## config.mk

```make
export PLATFORM = sky130hd
export DESIGN_NAME = pqfe_ram
export DESIGN_NICKNAME = d
export VERILOG_FILES = /design/src/design/pqfe_ram.sv
export SDC_FILE = /design/constraint.sdc
export NUM_CORES = 1
export LEC_CHECK = 0
export ABC_AREA = 0
export BUFFER_PORTS_ARGS = -buffer_cell sky130_fd_sc_hd__buf_2
export CAP_MARGIN = 25
export CORE_MARGIN = 1.5
export CORE_UTILIZATION = 55
export CTS_BUF_LIST = sky130_fd_sc_hd__clkbuf_2 sky130_fd_sc_hd__clkbuf_4 sky130_fd_sc_hd__clkbuf_8
export DETAILED_ROUTE_END_ITERATION = 10
export PLACE_DENSITY = 0.76
export REMOVE_ABC_BUFFERS = 1
export SLEW_MARGIN = 30
export SYNTH_ARGS = -nofsm -noshare
export SYNTH_HDL_FRONTEND = slang
export SYNTH_SLANG_ARGS = --single-unit
```

## constraint.sdc

```tcl
create_clock -name clk -period 2.5 [get_ports clk]
set_input_delay 0.375 -clock clk [delete_from_list [all_inputs] [get_ports clk]]
set_output_delay 0.375 -clock clk [all_outputs]
set_load 0.005 [all_outputs]
```

## src/design/pqfe_ram.sv

```systemverilog
// ----------------------------------------------------------------------------
// pqfe_ram
// Generic single-port-write, single-read RAM with registered read data.
// ----------------------------------------------------------------------------
module pqfe_ram #(
  parameter int WIDTH = 8,
  parameter int DEPTH = 16
) (
  input  logic                     clk,
  input  logic                     we,
  input  logic [$clog2(DEPTH)-1:0] waddr,
  input  logic [WIDTH-1:0]         wdata,
  input  logic [$clog2(DEPTH)-1:0] raddr,
  output logic [WIDTH-1:0]         rdata
);
  logic [WIDTH-1:0] mem [DEPTH];

  always_ff @(posedge clk) begin
    if (we) mem[waddr] <= wdata;
    rdata <= mem[raddr];
  end
endmodule

```

==> results of run 1 <==
-- registers in the layout, summed over array words and instances (netlist names) --
name	cells
mem	128
rdata	8
-- metal layers --
layer,GRT usage,vias to the layer above
met3,0.0661,4
met2,0.307,125
met1,0.306,1240
met4,0.0596,0
met5,0,-
li1,-,1076
-- where the power goes --
part	internal (mW)	switching, mW	leakage [nW]	total, mW
combinational	0.101	0.135	0.575	0.236
clock	1.09	0.826	0.214	1.92
sequential	2.55	0.0159	1.22	2.56
total	3.74	0.977	2.01	4.72
-- area by class of cell --
cell class	instances	area (um^2)
clock inverter	15	201
timing repair buffer	43	285
tap	111	139
sequential	136	4000
clock buffer	17	234
multi-input combinational	83	1060
fill	557	3230
-- cell families (layout without fill, tap and decap cells) --
logic type / after synthesis / in the layout / synth area share
buf+inv: 10 / 75 / 0.0168
mux: 32 / 32 / 0.150
compound gates: 16 / 16 / 0.0233
simple gates: 35 / 35 / 0.0318
flops: 136 / 136 / 0.778
-- stage by stage --
stage | hold slack, ns | power, mW
floorplan | 0.474 | 2.71
detailed placement | 0.681 | 2.85
finish | 0.347 | 4.72
global placement | 0.652 | 2.84
CTS | 0.331 | 4.74
global route | 0.334 | 4.86
-- cells in the final DEF (no fill, tap or decap), types with 2 or more instances in the layout --
cell type	count
sky130_fd_sc_hd__clkinv_4	4
sky130_fd_sc_hd__nor3_1	4
sky130_fd_sc_hd__dfxtp_1	8
sky130_fd_sc_hd__bufinv_16	4
sky130_fd_sc_hd__inv_6	2
sky130_fd_sc_hd__clkbuf_8	17
sky130_fd_sc_hd__buf_12	2
sky130_fd_sc_hd__edfxtp_1	128
sky130_fd_sc_hd__nor2_1	13
sky130_fd_sc_hd__a22oi_1	16
sky130_fd_sc_hd__mux4_2	18
sky130_fd_sc_hd__buf_4	16
sky130_fd_sc_hd__mux4_1	14
sky130_fd_sc_hd__nand2b_1	2
sky130_fd_sc_hd__nand2_1	9
sky130_fd_sc_hd__clkinv_2	2
sky130_fd_sc_hd__buf_2	25
sky130_fd_sc_hd__nand3b_1	2
sky130_fd_sc_hd__clkinvlp_4	2
-- critical path: stages --
cell and delay (ns):
sky130_fd_sc_hd__buf_2 0.19, sky130_fd_sc_hd__buf_12 0.25, sky130_fd_sc_hd__mux4_1 0.59, sky130_fd_sc_hd__a22oi_1 0.28
sky130_fd_sc_hd__nand2_1 0.08
-- final timing paths --
| path | start | to | cells past startpoint | slack [ns] |
|---|---|---|---|---|
| max reg2reg | mem[3][7]$_DFFE_PP_ | rdata[7]$_DFF_P_ | 3 | 1.15 |
| min | wdata[4] | mem[9][4]$_DFFE_PP_ | 1 | 0.35 |
| max | raddr[0] | rdata[1]$_DFF_P_ | 5 | 1.0 |
| min reg2reg | mem[3][5]$_DFFE_PP_ | rdata[5]$_DFF_P_ | 3 | 0.70 |
==> impl_metrics.py, run 1 <==
metrics = {
    "drt": {
        "vias_per_cell": 6.04,
        "wl_met1_mm": 4.07,
        "detailed_route_via_count": 2445,
        "antenna_violating_nets_post_route": 0,
        "detail_route.iter0.violations": 198,
        "wl_met2_mm": 4.58,
        "finalWirelength_mm": 9.51,
        "drt_drc_violations_left": 0,
        "top_layer": "met4",
        "met3RoutedLength_um": 815,
        "first_pass_iters": 5,
        "average_wire_per_cell_in_the_routed_design_um": 23.5,
    },
    "yosys": {
        "synth.yosys.warnings": 0,
        "yosys_register_bits": 136,
        "synthesis.instances": 229,
        "postSynth.topFlopCell": "sky130_fd_sc_hd__edfxtp_1",
        "synth_enable_flop_cells": 128,
        "biggest_area_contributors_in_the_synthesized_netlist": "sky130_fd_sc_hd__edfxtp_1, sky130_fd_sc_hd__mux4_2, sky130_fd_sc_hd__mux4_1",
        "synthMostInstantiatedCell": "sky130_fd_sc_hd__edfxtp_1",
        "sequential_area_share_after_synthesis": 0.778,
        "synth_cell_count_leaders": "sky130_fd_sc_hd__edfxtp_1, sky130_fd_sc_hd__mux4_2, sky130_fd_sc_hd__a22oi_1",
        "post_synth.cell_area_avg_um2": 22.5,
        "synth.lib_cells_used.distinct": 19,
        "netlist_area_um2": 5150,
        "ys_async_sr_fraction": 0,
        "synthDominantAreaCellType": "sky130_fd_sc_hd__edfxtp_1",
        "post-synth-top-area-fraction": 0.747,
    },
    "floorplan": {
        "floorplan.io_pins": 26,
        "rows": 35,
        "die-area_um2": 9950,
        "chipHeight_um": 99.7,
        "die_w_um": 99.7,
        "start_util": 0.562,
        "core_area_um2": 9150,
    },
    "clock_network": {
        "post-cts-setup-buffers": 0,
        "clk_path_buf_depth": 2,
        "cts_inserted_buffers": 17,
        "cts-hold-fix-buffers": 0,
        "clock-sinks": 136,
        "htreeDepth": 4,
        "clock_insertion_delay_worst_skew_ns": 0.42,
        "cts_resized": 0,
        "clk_pin_slew_ns": 0.08,
        "clock_tree_from_tritoncts": "built",
        "clock-root-buffer": "sky130_fd_sc_hd__clkbuf_8",
    },
    "timing": {
        "max_slew.worst_pin.slew_ns": 0.641,
        "skew_ns": 0.0102,
        "period_share": 0.600,
        "fmax_mhz": 666,
        "worst_slew_margin_rel": 0.572,
        "layout_min_cycle_time_ns": 1.50,
        "setup_viol": 0,
        "setup_tns_ns": 0,
        "grt_setup_unrepaired": "no",
        "slew_violations": 0,
        "worst_slack_ns": 0.999,
        "timing_hold_violations_final": 0,
    },
    "final_layout": {
        "non_filler_cell_area_final_um2": 5920,
        "area_growth_pct": 15.0,
        "post_layout_nonfiller_instances": 405,
        "final_net_count": 299,
        "post-route-util": 0.647,
        "antenna_cells": 0,
        "final_layout_size_suffix_gt1_frac": 0.316,
    },
    "critical_path": {
        "critical_path_class": "in -> reg",
        "crit_path_end_kind": "flop",
        "critical_path_peak_fanout": 28,
        "cp_data_required_time_ns": 2.80,
        "worst_ep_arrival_time_ns": 1.80,
        "setup.worst_path.start_class": "primary input",
    },
    "power_and_ir_drop": {
        "ir_drop_mv": 0.369,
        "pwr_density_cell_nw_per_um2": 797,
        "leakage_nw": 2.01,
    },
    "placed_design": {
        "globalplace.congestion": 0.758,
        "placedCellCount": 373,
        "dpl_cell_area_um2": 5490,
        "dp_hpwl_mm": 5.99,
        "place_worst_setup_slack_ns": 0.520,
        "port-buffer-count": 25,
    },
    "run": {
        "drv.max_cap_violation_count": 0,
    },
    "grt": {
        "vias_in_the_first_global_route": 2423,
        "number_of_antenna_violations_at_the_first_check_in_global_routing": 0,
        "grt_overflow_total": 0,
        "globalRouteTotalUtil": 0.208,
        "first_pass_grt_wire_length_mm": 14.3,
        "grt_start_max_net_pins": 33,
    },
    "min_path": {
        "min_path_type": "in -> reg",
    },
    "status": {
        "status": "finished clean",
    },
}
Note: power is estimated with default switching activity, not from simulation.
==> inputs of run 2 (changes only) <==
--- a/config.mk
+++ b/config.mk
@@ -12,7 +12,7 @@
 export CORE_UTILIZATION = 55
 export CTS_BUF_LIST = sky130_fd_sc_hd__clkbuf_2 sky130_fd_sc_hd__clkbuf_4 sky130_fd_sc_hd__clkbuf_8
 export DETAILED_ROUTE_END_ITERATION = 10
-export PLACE_DENSITY = 0.76
+export PLACE_DENSITY = 0.79
 export REMOVE_ABC_BUFFERS = 1
 export SLEW_MARGIN = 30
 export SYNTH_ARGS = -nofsm -noshare
==> constraint.sdc (replaced) <==
create_clock -name clk -period 1.37 [get_ports clk]
set_input_delay 0.2055 -clock clk [delete_from_list [all_inputs] [get_ports clk]]
set_output_delay 0.2055 -clock clk [all_outputs]
set_load 0.005 [all_outputs]
==> run 2 against run 1 <==
Net effect:
- combinational power up 93%
- via count up 1.1%
- worst setup slack got worse by 0.93 ns
- count of clock-buffer cells in the layout unchanged
- sequential power up 83%
- utilization up 1.1 points
- cell area up 1.7%
- total power increased by 82%
- first-iteration DRC count down 7.1%
- critical endpoint is now rdata[0]$_DFF_P_
- non-clock buffer count grew 12
- register-to-register slack worse by 1.1 ns
- critical path type is now reg -> reg
- sequential cell count unchanged
==> impl_metrics.py, run 2 (synthesized netlist as in run 1, its figures left out) <==
metrics = {
    "status": {
        "status": "finished clean",
    },
    "critical_path": {
        "critical_path_cell_count": 3,
        "crit_end": "rdata[0]$_DFF_P_",
        "crit_path_end_kind": "flop",
        "number_of_cells_on_the_worst_reg_to_reg_path": 3,
        "path_delay_family": "multiplexers",
        "timing.critical_path.slowest_stage_cell": "sky130_fd_sc_hd__mux4_1",
        "cp_data_required_time_ns": 1.68,
        "critical_path_class": "reg -> reg",
        "critical_path.reg2reg.endpoint": "rdata[0]$_DFF_P_",
        "crit_path_cell_trace": "mux4_1 -> a22oi_2 -> nand2_1",
        "critPathMaxStageDelay_ns": 0.54,
        "setup.worst_path.start_class": "flop",
        "reg2reg_setup_slack_ns": 0.07,
        "cp_num_buf_inv": 0,
        "worst_ep_arrival_time_ns": 1.61,
        "regToRegStartpoint": "mem[5][0]$_DFFE_PP_",
        "crit_start": "mem[5][0]$_DFFE_PP_",
        "critical_path_peak_fanout": 1,
    },
    "placed_design": {
        "place_worst_setup_slack_ns": -0.261,
        "dp_hpwl_mm": 6.00,
        "globalplace.congestion": 0.711,
        "dpl_cell_area_um2": 5590,
        "placedCellCount": 385,
        "port-buffer-count": 25,
    },
    "timing": {
        "slew_violations": 0,
        "setup_tns_ns": 0,
        "period_share": 0.950,
        "layout_min_cycle_time_ns": 1.30,
        "max_slew.worst_pin.slew_ns": 0.684,
        "grt_setup_unrepaired": "no",
        "setup_viol": 0,
        "worst_slew_margin_rel": 0.543,
        "skew_ns": 0.0104,
        "fmax_mhz": 768,
        "whs_ns": 0.167,
        "worst_slack_ns": 0.0680,
        "timing_hold_violations_final": 0,
    },
    "final_layout": {
        "final_layout_size_suffix_gt1_frac": 0.366,
        "post_layout_nonfiller_instances": 417,
        "top_register": "mem",
        "layout_common_cells": "sky130_fd_sc_hd__edfxtp_1, sky130_fd_sc_hd__buf_4, sky130_fd_sc_hd__buf_2",
        "non_filler_cell_area_final_um2": 6020,
        "layout.cells.most_common": "sky130_fd_sc_hd__edfxtp_1",
        "final_net_count": 311,
        "antenna_cells": 0,
        "fillers": 593,
        "area_growth_pct": 17.0,
        "reg_top3": "mem: 128 flops, rdata: 8 flops",
        "post-route-util": 0.658,
        "largest_register_ff_count": 128,
    },
    "grt": {
        "first_pass_grt_wire_length_mm": 14.5,
        "vias_in_the_first_global_route": 2583,
        "grt_overflow_total": 0,
        "number_of_antenna_violations_at_the_first_check_in_global_routing": 0,
        "grt_start_max_net_pins": 22,
        "globalRouteTotalUtil": 0.211,
    },
    "floorplan": {
        "chipHeight_um": 99.7,
        "floorplan.io_pins": 26,
        "start_util": 0.562,
        "die_w_um": 99.7,
        "rows": 35,
        "core_area_um2": 9150,
        "die-area_um2": 9950,
    },
    "drt": {
        "finalWirelength_mm": 9.44,
        "vias_per_cell": 5.93,
        "drt_drc_violations_left": 0,
        "first_pass_iters": 4,
        "detail_route.iter0.violations": 184,
        "antenna_violating_nets_post_route": 0,
        "detailed_route_via_count": 2471,
        "average_wire_per_cell_in_the_routed_design_um": 22.6,
    },
    "power_and_ir_drop": {
        "leakage_nw": 2.06,
        "fin_total_pwr_mw": 8.57,
        "ir_drop_mv": 0.786,
        "pwr_density_cell_nw_per_um2": 1420,
    },
    "clock_network": {
        "cts-hold-fix-buffers": 0,
        "clock_tree_from_tritoncts": "built",
        "post-cts-setup-buffers": 0,
        "clock-root-buffer": "sky130_fd_sc_hd__clkbuf_8",
        "cts_inserted_buffers": 17,
        "htreeDepth": 4,
        "clock-sinks": 136,
        "clk_pin_slew_ns": 0.08,
        "clk_path_buf_depth": 2,
        "clock_insertion_delay_worst_skew_ns": 0.42,
    },
    "min_path": {
        "holdPathStages": 1,
        "worst_hold_startpoint": "wdata[5]",
        "min_path_type": "in -> reg",
    },
    "run": {
        "drv.max_cap_violation_count": 0,
    },
}
[run 2: changes by cell type in the layout (fill, tap and decap cells not counted), sizes merged]
cell,before,now
bufinv,4,3
clkinv,7,4
inv,2,6
buf,43,55
[run 2: worst min-delay path by stage]
| stage | end |
|---|---|
| floorplan | mem[0][0]$_DFFE_PP_ |
| global placement | mem[14][5]$_DFFE_PP_ |
| detailed placement | rdata[6] |
| CTS | mem[10][5]$_DFFE_PP_ |
| global route | mem[5][1]$_DFFE_PP_ |
| finish | mem[10][5]$_DFFE_PP_ |
[run 2: where the power goes]
part,internal (mW),leakage [nW],switching [mW]
clock network,1.85,0.209,1.59
registers,4.64,1.22,0.0322
logic,0.215,0.627,0.242
[run 2: cell type report]
cell class	instances	area (um^2)	share of cell area
flip-flops and latches	136	4000	0.665
clock inverters	15	193	0.0320
well taps	111	139	0.0231
multi-input cells	83	1070	0.177
clock buffers	17	234	0.0388
repair buffers	55	388	0.0644
[run 2: metal layers]
metal	wire length [um]	vias up	GRT usage	part of all wire
li1	-	1099	-	-
met1	3800	1256	0.278	0.40
met2	4750	112	0.343	0.50
met3	864	4	0.0541	0.092
met4	24	0	0.0823	0.0025
met5	0	-	0	0
[run 2: what timing repair did]
action	in CTS	in global routing
pin swaps	0	1
resized for setup	2	5
setup endpoints to repair	2	4
==> inputs of run 3 (changes only) <==
--- a/config.mk
+++ b/config.mk
@@ -13,6 +13,7 @@
 export CTS_BUF_LIST = sky130_fd_sc_hd__clkbuf_2 sky130_fd_sc_hd__clkbuf_4 sky130_fd_sc_hd__clkbuf_8
 export DETAILED_ROUTE_END_ITERATION = 10
 export PLACE_DENSITY = 0.79
+export RECOVER_POWER = 50
 export REMOVE_ABC_BUFFERS = 1
 export SLEW_MARGIN = 30
 export SYNTH_ARGS = -nofsm -noshare
==> run 3 against run 2 <==
Net effect:
- sequential cell count unchanged
- die area unchanged
- register-to-register slack barely moved
- largest power group unchanged
- clock power hardly changed
- total power is 0.11% higher
- critical path depth did not move
- fmax fell by 0.71%
- final cell count unchanged
- sequential power barely moved
- critical endpoint unchanged
- combinational power is 1% lower
- routed wire length grew 0.90%
- critical path type unchanged
==> impl_metrics.py, run 3 (synthesized netlist as in run 1, its figures left out) <==
metrics = {
    "grt": {
        "first_pass_grt_wire_length_mm": 14.5,
        "grt_overflow_total": 0,
        "globalRouteTotalUtil": 0.211,
        "grt_start_max_net_pins": 22,
        "vias_in_the_first_global_route": 2583,
        "number_of_antenna_violations_at_the_first_check_in_global_routing": 0,
    },
    "drt": {
        "detailed_route_via_count": 2517,
        "finalWirelength_mm": 9.53,
        "antenna_violating_nets_post_route": 0,
        "first_pass_iters": 5,
        "vias_per_cell": 6.04,
        "average_wire_per_cell_in_the_routed_design_um": 22.8,
        "detail_route.iter0.violations": 178,
        "drt_drc_violations_left": 0,
    },
    "floorplan": {
        "die_w_um": 99.7,
        "floorplan.io_pins": 26,
        "die-area_um2": 9950,
        "rows": 35,
        "core_area_um2": 9150,
        "start_util": 0.562,
        "chipHeight_um": 99.7,
    },
    "timing": {
        "grt_setup_unrepaired": "no",
        "worst_slack_ns": 0.0588,
        "timing_hold_violations_final": 0,
        "period_share": 0.957,
        "max_slew.worst_pin.slew_ns": 0.786,
        "setup_viol": 0,
        "fmax_mhz": 763,
        "slew_violations": 0,
        "skew_ns": 0.00865,
        "layout_min_cycle_time_ns": 1.31,
        "worst_slew_margin_rel": 0.476,
    },
    "final_layout": {
        "area_growth_pct": 16.6,
        "final_net_count": 311,
        "final_layout_size_suffix_gt1_frac": 0.330,
        "ff_latch_area_um2": 4000,
        "top_register": "mem",
        "reg_top3": "mem: 128 flops, rdata: 8 flops",
        "antenna_cells": 0,
        "fillers": 598,
        "layout_common_cells": "sky130_fd_sc_hd__edfxtp_1, sky130_fd_sc_hd__buf_4, sky130_fd_sc_hd__mux4_2",
        "post_layout_nonfiller_instances": 417,
        "multiInputGateArea_um2": 1070,
        "layout.cells.most_common": "sky130_fd_sc_hd__edfxtp_1",
        "largest_register_ff_count": 128,
    },
    "power_and_ir_drop": {
        "ir_drop_mv": 0.785,
        "clock_power_share": 0.402,
        "sequential_share_of_power": 0.545,
        "intPower_mw": 6.70,
        "net-switching-power_mw": 1.88,
        "fin_total_pwr_mw": 8.58,
        "combPwrFrac": 0.053,
        "p_sw_frac": 0.219,
        "pwr_density_cell_nw_per_um2": 1430,
        "leakage_nw": 2.03,
    },
    "min_path": {
        "holdPathStages": 1,
        "min_path_type": "in -> reg",
        "holdPathEnd": "mem[0][1]$_DFFE_PP_",
        "worst_hold_startpoint": "wdata[1]",
    },
    "critical_path": {
        "critical_path_class": "reg -> reg",
        "path_delay_family": "multiplexers",
        "worst_ep_arrival_time_ns": 1.63,
        "setup.worst_path.start_class": "flop",
        "cp_data_required_time_ns": 1.69,
        "critical_path_peak_fanout": 1,
        "critical_path.reg2reg.endpoint": "rdata[0]$_DFF_P_",
        "reg2reg_setup_slack_ns": 0.06,
        "timing.critical_path.slowest_stage_cell": "sky130_fd_sc_hd__mux4_1",
        "crit_path_end_kind": "flop",
        "critPathMaxStageDelay_ns": 0.54,
        "crit_path_cell_trace": "mux4_1 -> a22oi_2 -> nand2_1",
        "number_of_cells_on_the_worst_reg_to_reg_path": 3,
        "regToRegStartpoint": "mem[5][0]$_DFFE_PP_",
        "cp_num_buf_inv": 0,
    },
    "clock_network": {
        "clock-root-buffer": "sky130_fd_sc_hd__clkbuf_8",
        "clock-sinks": 136,
        "clock_tree_from_tritoncts": "built",
        "clk_path_buf_depth": 2,
        "clk_pin_slew_ns": 0.08,
        "cts-hold-fix-buffers": 0,
        "htreeDepth": 4,
        "cts_inserted_buffers": 17,
        "clock_insertion_delay_worst_skew_ns": 0.42,
    },
    "placed_design": {
        "place_worst_setup_slack_ns": -0.261,
        "placedCellCount": 385,
        "globalplace.congestion": 0.711,
        "dp_hpwl_mm": 6.00,
        "port-buffer-count": 25,
    },
    "run": {
        "drv.max_cap_violation_count": 0,
    },
    "status": {
        "status": "finished clean",
    },
}
[run 3: cell types whose count changed in the layout (fill, tap and decap cells not counted), sizes merged]
cell	delta
buf	-11
clkbuf	+11
[run 3: layout make-up]
class / count / share of cell area
Clock buffer: 17 / 0.0390
Clock inverter: 15 / 0.0321
Multi-Input combinational cell: 83 / 0.178
Sequential cell: 136 / 0.667
Tap cell: 111 / 0.0231
Timing Repair Buffer: 55 / 0.0611
[run 3: power groups by stage]
stage | registers, mW | logic [mW] | clock network, mW
floorplan | 4.76 | 0.186 | 0
global placement | 4.76 | 0.436 | 0
detailed placement | 4.77 | 0.449 | 0
CTS | 4.68 | 0.458 | 3.51
global route | 4.69 | 0.489 | 3.68
finish | 4.68 | 0.451 | 3.45
[run 3: how the worst max path moves through the flow]
stage,start,endpoint,depth (start not counted)
2_1_floorplan,waddr[2],mem[0][0]$_DFFE_PP_,2
3_3_place_gp,raddr[0],rdata[0]$_DFF_P_,5
3_5_place_dp,raddr[0],rdata[3]$_DFF_P_,5
4_1_cts,mem[2][0]$_DFFE_PP_,rdata[0]$_DFF_P_,3
5_1_grt,mem[5][0]$_DFFE_PP_,rdata[0]$_DFF_P_,3
6_report,mem[5][0]$_DFFE_PP_,rdata[0]$_DFF_P_,3
[run 3: metrics by stage]
step	cell area (um^2)	util	setup TNS, ns	hold WS (ns)
finish	6000	0.656	0	0.307
detailed placement	5590	0.611	-4.21	0.585
floorplan	5060	-	-5.18	0.304
global route	6000	0.656	0	0.331
CTS	6020	0.658	0	0.135
global placement	5590	0.611	-3.51	0.585
[run 3: per-layer routing]
| metal | track usage | vias to the layer above | part of all wire |
|---|---|---|---|
| li1 | - | 1101 | - |
| met1 | 0.278 | 1291 | 0.41 |
| met2 | 0.343 | 114 | 0.50 |
| met3 | 0.0541 | 11 | 0.077 |
| met4 | 0.0823 | 0 | 0.0086 |
| met5 | 0 | - | 0 |
[run 3: worst reg2reg max path, delay by kind of cell, from the launching register on]
kind	cells	cell delay, ns
multiplexers	1	0.54
AO/OA/AOI/OAI	1	0.18
AND/OR/NAND/NOR	1	0.07
flip-flops	1	0.41
[run 3: repair_timing]
| item | CTS | global route |
|---|---|---|
| endpoints found under the setup margin | 2 | 4 |
| buffers inserted | 0 | 0 |
| pin swaps | 0 | 1 |
| gates resized for setup | 2 | 5 |
| hold endpoints to repair | 0 | 0 |
